==> config.mk <==
export PLATFORM = sky130hd
export DESIGN_NAME = signed_restoring_divider_core_flat
export DESIGN_NICKNAME = d
export VERILOG_FILES = /design/src/hw/rtl/sdiv_pkg.sv /design/src/hw/rtl/sdiv_in_if.sv /design/src/hw/rtl/sdiv_out_if.sv /design/src/hw/rtl/sdiv_prep.sv /design/src/hw/rtl/sdiv_cell.sv /design/src/hw/rtl/sdiv_fix.sv /design/src/hw/rtl/signed_restoring_divider_core.sv /design/src/flat_wrapper.sv
export SDC_FILE = /design/constraint.sdc
export NUM_CORES = 2
export LEC_CHECK = 0
export BUFFER_PORTS_ARGS = -buffer_cell sky130_fd_sc_hd__buf_4
export CAP_MARGIN = 20
export CORE_ASPECT_RATIO = 0.8
export CORE_MARGIN = 2
export CORE_UTILIZATION = 61
export DETAILED_ROUTE_END_ITERATION = 7
export GPL_ROUTABILITY_DRIVEN = 0
export PLACE_DENSITY = 0.86
export SLEW_MARGIN = 20
export SYNTH_ARGS = -nofsm -noshare
export SYNTH_HDL_FRONTEND = slang
export SYNTH_HIERARCHICAL = 1
export SYNTH_SLANG_ARGS = --single-unit
export TNS_END_PERCENT = 10
==> constraint.sdc <==
create_clock -name clk -period 173.5 [get_ports clk]
set_input_delay 34.7 -clock clk [delete_from_list [all_inputs] [get_ports clk]]
set_output_delay 34.7 -clock clk [all_outputs]
set_load 0.1 [all_outputs]
==> src/hw/rtl/sdiv_pkg.sv <==
// Shared types for the signed restoring divider.
`timescale 1ns / 1ps

package sdiv_pkg;

  // Control that travels alongside each word through the division row.
  typedef struct packed {
    logic valid;  // stage holds a live word
    logic neg;    // operand signs differ, so the quotient is negated
    logic sat;    // zero divisor or overflowing pair: force the largest positive value
  } sdiv_ctl_t;

endpackage

==> src/hw/rtl/sdiv_in_if.sv <==
// Operand channel: valid/ready handshake carrying dividend and divisor.
`timescale 1ns / 1ps

interface sdiv_in_if #(
  parameter int DATA_WIDTH = 32
);
  logic                         valid;
  logic                         ready;
  logic signed [DATA_WIDTH-1:0] numerator;
  logic signed [DATA_WIDTH-1:0] denominator;

  modport source (output valid, output numerator, output denominator, input ready);
  modport sink   (input valid, input numerator, input denominator, output ready);
endinterface

==> src/hw/rtl/sdiv_out_if.sv <==
// Result channel: valid/ready handshake carrying the quotient.
`timescale 1ns / 1ps

interface sdiv_out_if #(
  parameter int DATA_WIDTH = 32
);
  logic                         valid;
  logic                         ready;
  logic signed [DATA_WIDTH-1:0] quotient;

  modport source (output valid, output quotient, input ready);
  modport sink   (input valid, input quotient, output ready);
endinterface

==> src/hw/rtl/sdiv_prep.sv <==
// Entry stage: strips operand signs and flags the saturating cases.
`timescale 1ns / 1ps

module sdiv_prep #(
  parameter int DATA_WIDTH = 32
) (
  input  logic                  clk,
  input  logic                  rst_n,
  input  logic                  adv,
  input  logic                  valid_i,
  input  logic [DATA_WIDTH-1:0] num_i,
  input  logic [DATA_WIDTH-1:0] den_i,
  output sdiv_pkg::sdiv_ctl_t   ctl_o,
  output logic [DATA_WIDTH-1:0] rem_o,
  output logic [DATA_WIDTH-1:0] dmag_o
);
  import sdiv_pkg::*;

  localparam logic [DATA_WIDTH-1:0] SignBit = {1'b1, {(DATA_WIDTH-1){1'b0}}};
  localparam logic [DATA_WIDTH-1:0] AllOnes = {DATA_WIDTH{1'b1}};
  localparam logic [DATA_WIDTH-1:0] One     = {{(DATA_WIDTH-1){1'b0}}, 1'b1};

  sdiv_ctl_t             ctl_r, ctl_nxt;
  logic [DATA_WIDTH-1:0] rem_r, rem_nxt;
  logic [DATA_WIDTH-1:0] dmag_r, dmag_nxt;

  // Magnitudes and the special-case flags.
  always_comb begin
    ctl_nxt.valid = valid_i;
    ctl_nxt.neg   = num_i[DATA_WIDTH-1] ^ den_i[DATA_WIDTH-1];
    ctl_nxt.sat   = (den_i == '0) || ((num_i == SignBit) && (den_i == AllOnes));
    rem_nxt       = num_i[DATA_WIDTH-1] ? (~num_i + One) : num_i;
    dmag_nxt      = den_i[DATA_WIDTH-1] ? (~den_i + One) : den_i;
  end

  // Control register.
  always_ff @(posedge clk) begin
    if (!rst_n) begin
      ctl_r <= '0;
    end else if (adv) begin
      ctl_r <= ctl_nxt;
    end
  end

  // Data register.
  always_ff @(posedge clk) begin
    if (adv) begin
      rem_r  <= rem_nxt;
      dmag_r <= dmag_nxt;
    end
  end

  assign ctl_o  = ctl_r;
  assign rem_o  = rem_r;
  assign dmag_o = dmag_r;
endmodule

==> src/hw/rtl/sdiv_cell.sv <==
// One restoring division step: decides one quotient bit and updates the remainder.
`timescale 1ns / 1ps

module sdiv_cell #(
  parameter int DATA_WIDTH = 32,
  parameter int SHIFT      = 0
) (
  input  logic                  clk,
  input  logic                  rst_n,
  input  logic                  adv,
  input  sdiv_pkg::sdiv_ctl_t   ctl_i,
  input  logic [DATA_WIDTH-1:0] rem_i,
  input  logic [DATA_WIDTH-1:0] quo_i,
  input  logic [DATA_WIDTH-1:0] dmag_i,
  output sdiv_pkg::sdiv_ctl_t   ctl_o,
  output logic [DATA_WIDTH-1:0] rem_o,
  output logic [DATA_WIDTH-1:0] quo_o,
  output logic [DATA_WIDTH-1:0] dmag_o
);
  import sdiv_pkg::*;

  sdiv_ctl_t             ctl_r;
  logic [DATA_WIDTH-1:0] rem_r, rem_nxt;
  logic [DATA_WIDTH-1:0] quo_r, quo_nxt;
  logic [DATA_WIDTH-1:0] dmag_r;
  logic [DATA_WIDTH-1:0] rem_shr;
  logic                  fits;

  // Trial subtraction of the divisor aligned to this bit position.
  always_comb begin
    rem_shr = rem_i >> SHIFT;
    fits    = (rem_shr >= dmag_i);
    rem_nxt = fits ? (rem_i - (dmag_i << SHIFT)) : rem_i;
    quo_nxt = quo_i | ({{(DATA_WIDTH-1){1'b0}}, fits} << SHIFT);
  end

  // Control register.
  always_ff @(posedge clk) begin
    if (!rst_n) begin
      ctl_r <= '0;
    end else if (adv) begin
      ctl_r <= ctl_i;
    end
  end

  // Data registers handed to the next cell.
  always_ff @(posedge clk) begin
    if (adv) begin
      rem_r  <= rem_nxt;
      quo_r  <= quo_nxt;
      dmag_r <= dmag_i;
    end
  end

  assign ctl_o  = ctl_r;
  assign rem_o  = rem_r;
  assign quo_o  = quo_r;
  assign dmag_o = dmag_r;
endmodule

==> src/hw/rtl/sdiv_fix.sv <==
// Exit stage: applies the sign or saturation and holds the result word.
`timescale 1ns / 1ps

module sdiv_fix #(
  parameter int DATA_WIDTH = 32
) (
  input  logic                  clk,
  input  logic                  rst_n,
  input  logic                  adv,
  input  sdiv_pkg::sdiv_ctl_t   ctl_i,
  input  logic [DATA_WIDTH-1:0] quo_i,
  output logic                  valid_o,
  output logic [DATA_WIDTH-1:0] quo_o
);
  import sdiv_pkg::*;

  localparam logic [DATA_WIDTH-1:0] MaxPos = {1'b0, {(DATA_WIDTH-1){1'b1}}};
  localparam logic [DATA_WIDTH-1:0] One    = {{(DATA_WIDTH-1){1'b0}}, 1'b1};

  logic                  valid_r;
  logic [DATA_WIDTH-1:0] quo_r, quo_nxt;

  // A magnitude of exactly the sign bit negates to itself, so it needs no case of its own.
  always_comb begin
    if (ctl_i.sat) begin
      quo_nxt = MaxPos;
    end else if (ctl_i.neg) begin
      quo_nxt = ~quo_i + One;
    end else begin
      quo_nxt = quo_i;
    end
  end

  // Output valid flag.
  always_ff @(posedge clk) begin
    if (!rst_n) begin
      valid_r <= 1'b0;
    end else if (adv) begin
      valid_r <= ctl_i.valid;
    end
  end

  // Output word.
  always_ff @(posedge clk) begin
    if (adv) begin
      quo_r <= quo_nxt;
    end
  end

  assign valid_o = valid_r;
  assign quo_o   = quo_r;
endmodule

==> src/hw/rtl/signed_restoring_divider_core.sv <==
// Top level of the pipelined signed restoring divider.
// Stages: entry stage, one cell per quotient bit, then the output register, between an
// accepted word and its quotient.
// Throughput: one word per cycle; the whole row advances whenever the output register
// is empty or being taken, so a stall on the result side holds every stage.
// Reset: synchronous, active low; clears every stage's valid flag, data is not reset.
`timescale 1ns / 1ps

module signed_restoring_divider_core #(
  parameter int DATA_WIDTH = 32
) (
  input  logic       clk,
  input  logic       rst_n,
  sdiv_in_if.sink    in_ch,
  sdiv_out_if.source out_ch
);
  import sdiv_pkg::*;

  logic                  adv;
  logic                  out_valid;
  logic [DATA_WIDTH-1:0] out_quo;

  sdiv_ctl_t             ctl_c  [0:DATA_WIDTH];
  logic [DATA_WIDTH-1:0] rem_c  [0:DATA_WIDTH];
  logic [DATA_WIDTH-1:0] quo_c  [0:DATA_WIDTH];
  logic [DATA_WIDTH-1:0] dmag_c [0:DATA_WIDTH];

  // Global advance: the row moves when the output register can take a word.
  assign adv         = !out_valid || out_ch.ready;
  assign in_ch.ready = adv;

  sdiv_prep #(.DATA_WIDTH(DATA_WIDTH)) u_prep (
    .clk    (clk),
    .rst_n  (rst_n),
    .adv    (adv),
    .valid_i(in_ch.valid),
    .num_i  (in_ch.numerator),
    .den_i  (in_ch.denominator),
    .ctl_o  (ctl_c[0]),
    .rem_o  (rem_c[0]),
    .dmag_o (dmag_c[0])
  );

  assign quo_c[0] = '0;

  // One cell per quotient bit, top bit first.
  for (genvar k = 0; k < DATA_WIDTH; k++) begin : g_cell
    sdiv_cell #(.DATA_WIDTH(DATA_WIDTH), .SHIFT(DATA_WIDTH - 1 - k)) u_cell (
      .clk   (clk),
      .rst_n (rst_n),
      .adv   (adv),
      .ctl_i (ctl_c[k]),
      .rem_i (rem_c[k]),
      .quo_i (quo_c[k]),
      .dmag_i(dmag_c[k]),
      .ctl_o (ctl_c[k+1]),
      .rem_o (rem_c[k+1]),
      .quo_o (quo_c[k+1]),
      .dmag_o(dmag_c[k+1])
    );
  end

  sdiv_fix #(.DATA_WIDTH(DATA_WIDTH)) u_fix (
    .clk    (clk),
    .rst_n  (rst_n),
    .adv    (adv),
    .ctl_i  (ctl_c[DATA_WIDTH]),
    .quo_i  (quo_c[DATA_WIDTH]),
    .valid_o(out_valid),
    .quo_o  (out_quo)
  );

  assign out_ch.valid    = out_valid;
  assign out_ch.quotient = out_quo;
endmodule

==> src/flat_wrapper.sv <==
// flat-port wrapper written by rule: the top's interface ports become plain ports
module signed_restoring_divider_core_flat import sdiv_pkg::*;
#(
  parameter int DATA_WIDTH = 32
)
  (clk, rst_n, in_ch_valid, in_ch_numerator, in_ch_denominator, in_ch_ready, out_ch_valid, out_ch_quotient, out_ch_ready);
  sdiv_in_if #(.DATA_WIDTH(DATA_WIDTH)) in_ch_i ();
  sdiv_out_if #(.DATA_WIDTH(DATA_WIDTH)) out_ch_i ();
  input  logic clk;
  input  logic rst_n;
  input wire logic [$bits(in_ch_i.valid)-1:0] in_ch_valid;
  input wire logic [$bits(in_ch_i.numerator)-1:0] in_ch_numerator;
  input wire logic [$bits(in_ch_i.denominator)-1:0] in_ch_denominator;
  output wire logic [$bits(in_ch_i.ready)-1:0] in_ch_ready;
  output wire logic [$bits(out_ch_i.valid)-1:0] out_ch_valid;
  output wire logic [$bits(out_ch_i.quotient)-1:0] out_ch_quotient;
  input wire logic [$bits(out_ch_i.ready)-1:0] out_ch_ready;
  assign in_ch_i.valid = in_ch_valid;
  assign in_ch_i.numerator = in_ch_numerator;
  assign in_ch_i.denominator = in_ch_denominator;
  assign in_ch_ready = in_ch_i.ready;
  assign out_ch_valid = out_ch_i.valid;
  assign out_ch_quotient = out_ch_i.quotient;
  assign out_ch_i.ready = out_ch_ready;
  signed_restoring_divider_core #(.DATA_WIDTH(DATA_WIDTH)) u_core (.clk(clk), .rst_n(rst_n), .in_ch(in_ch_i), .out_ch(out_ch_i));
endmodule
==> results.env <==
GRT_MAX_DEGREE=210
FINCLKSKEW_NS=0.0878
SYN-CELL-AREA_UM2=137000
CLK_LAT_WORST_SKEW_NS=0.91
WORSTHOLDPATHTYPE='register to register'
CTS_CLOCK_PIN_SLEW_FOR_THE_WORST_SETUP_AND_HOLD_PATHS_NS=0.06
ROUTEDWLPERCELL_UM=21.4
LAYOUT_COMMON_CELLS='sky130_fd_sc_hd__edfxtp_1 (3,104), sky130_fd_sc_hd__inv_1 (660), sky130_fd_sc_hd__ha_1 (534), sky130_fd_sc_hd__nand2_1 (479), sky130_fd_sc_hd__a21oi_1 (433)'
LAYOUT_COMMONEST_CELL='sky130_fd_sc_hd__edfxtp_1'
LAYOUT.NETS=9949
YOSYS_WARNINGS=6
VIA_COUNT=77700
FIRST_DRT_PASS_ITERATION_COUNT=8
DIE_W_UM=534
VIOLATIONS='design-rule violations'
INITIAL_UTILIZATION_PCT=61.4
ANTENNA_VIOLATING_NETS_POST_ROUTE=0
FLOORPLAN.DIE_AREA_UM2=228000
CTS-ROOT-BUF='sky130_fd_sc_hd__clkbuf_16'
CLOCK.FMAX_GHz=0.0142
LARGEST_DRIVER_FANOUT_ON_THE_CRITICAL_PATH=47
TIGHTESTPINTRANSITION_NS=1.13
POST_LAYOUT_UTILIZATION_OF_THE_CORE_PCT=67.5
SETUP-TNS-FINAL_NS=0
ROUTED_WIRELENGTH_UM=269000
PERIOD_NEEDED_NS=70.46
TIMING.FINAL.CRIT_SHARE_PCT=40.6
GRT_PASS1_VIAS=76800
END_KIND='output pin'
CELLLEAKAGEPOWER_nW=59.1
SYNTH_CELLS=9037
CTS_MADE_BUFFERS=300
HOLD_VIOL=0
TRACK_USAGE_PCT=23.1
CAP_VIOL_MAX_COUNT=0
DRT_DRC_VIOLATIONS_LEFT=6
CELLPOWERDENSITY_nW_PER_UM2=13.0
GRT_PASS1_WL_UM=420000
CP_DATA_REQUIRED_TIME_NS=138.80
TIMING_MAX_TRANSITION_VIOLATIONS_FINAL=0
CTS_MAX_PATH_BUFFERS=4
GRT_OVERFLOW=0
AREA_GROWTH_SYN_TO_LAYOUT_PCT=10.0
FP-ROW-COUNT=155
PLACE_HPWL_UM=170000
DIE_H_UM=428
PEAKVDDDROP_mV=0.0119
PLACEMENT.IO_BUFFERS=101
SLOWEST_DELAY_NS=0.54
RESULT_OF_THE_RUN='finished with violations'
PLACE_AREA_UM2=141000
FINAL_LAYOUT_SIZE_SUFFIX_GT1_SHARE_PCT=11.7
CORE-AREA_UM2=223000
GRT_ANTENNA_BEFORE_REPAIR=3
POST_SYNTH.CELL_AREA_AVG_UM2=15.1
REPORT.FINAL.SETUP_VIOL=0
DRT-VIAS-PER-INSTANCE=6.20
FIN_HOLD_WS_NS=0.390
CTSHTREEMAXLEVEL=5
CTS_TREE='built'
CRIT_ARRIVAL_NS=35.76
DETAILEDROUTE.FIRSTITERATIONVIOLATIONS=9704
CLOCK-SINKS=3204
HOLDBUFCOUNTCTS=0
IOPINCOUNT=102
RSZ0062_AT_GRT='no'
TIMING.CRITICAL_PATH.MODE_CELL='sky130_fd_sc_hd__buf_4'
STARTPOINT_TYPE='input port'
CRITPATHSLOWESTCELL='sky130_fd_sc_hd__nand2b_4'
WORST-SETUP-PATH-TYPE='input port to output pin'
SLEW-LIMIT-HEADROOM_PCT=24.6
CRIT_CHAIN='buf_4 -> nand2b_4 -> buf_4'
POST-CTS-SETUP-BUFFERS=0
POST_CTS_RESIZE_COUNT=0
FINAL_CELL_AREA_UM2=151000
==> state kept, by name (all words and copies together), names as in the netlist <==
signal	cells
u_core/g_cell.u_cell/quo_o	1024
u_core/g_cell.u_cell/ctl_o	96
u_core/g_cell.u_cell/rem_o	992
u_core/u_fix/quo_o	32
u_core/g_cell.u_cell/dmag_o	992
u_core/u_prep/rem_o	32
u_core/u_prep/ctl_o	3
u_core/u_fix/valid_o	1
u_core/u_prep/dmag_o	32
==> path summary, 6_finish.rpt <==
kind	from	to	slack [ns]	depth (start not counted)
setup / recovery	out_ch_ready	in_ch_ready	103.04	3
hold / removal	u_core/g_cell[8].u_cell/quo_o[3]	u_core/g_cell[9].u_cell/quo_o[3]	0.39	0
setup reg to reg	u_core/u_fix/valid_o	u_core/u_fix/quo_o[13]	165.53	9
hold reg to reg	u_core/g_cell[8].u_cell/quo_o[3]	u_core/g_cell[9].u_cell/quo_o[3]	0.39	0
==> through the flow <==
| step | std cells | power, mW | setup WS (ns) |
|---|---|---|---|
| finish | 12500 | 1.96 | 103.04 |
| global route | 12500 | 2.03 | 102.98 |
| CTS | 12500 | 1.96 | 103.02 |
| detailed placement | 12000 | 1.28 | 103.03 |
| global placement | 12000 | 1.26 | 103.04 |
| floorplan | 9068 | 1.21 | 26.36 |
==> layout make-up <==
class	instances	area [um2]
diodes	2	5.00
clock buffers	356	7900
clock inverters	180	2060
fillers	13600	72500
inverters	663	2490
multi-input cells	4993	37900
flip-flops and latches	3204	95200
well taps	2983	3730
repair buffers	154	1270
==> layer usage <==
metal	vias to the layer above	global-route usage (%)	wire, um
met4	0	10.8	13400
met2	4468	39.5	132000
li1	34800	-	-
met5	-	0	0
met1	37300	29.5	102000
met3	1048	3.41	21000
==> worst max-delay path, delay by kind of cell <==
kind,cells,cell delay (ns)
and+or+nand+nor,1,0.54
buffers and inverters,2,0.49
==> where the power goes <==
| part | internal (mW) | leakage [nW] | total, mW | switching, mW |
|---|---|---|---|---|
| logic | 0.129 | 20.5 | 0.317 | 0.189 |
| clock network | 0.388 | 4.83 | 0.668 | 0.280 |
| registers | 0.931 | 33.8 | 0.973 | 0.0425 |
(Power assumes the default switching activity.)
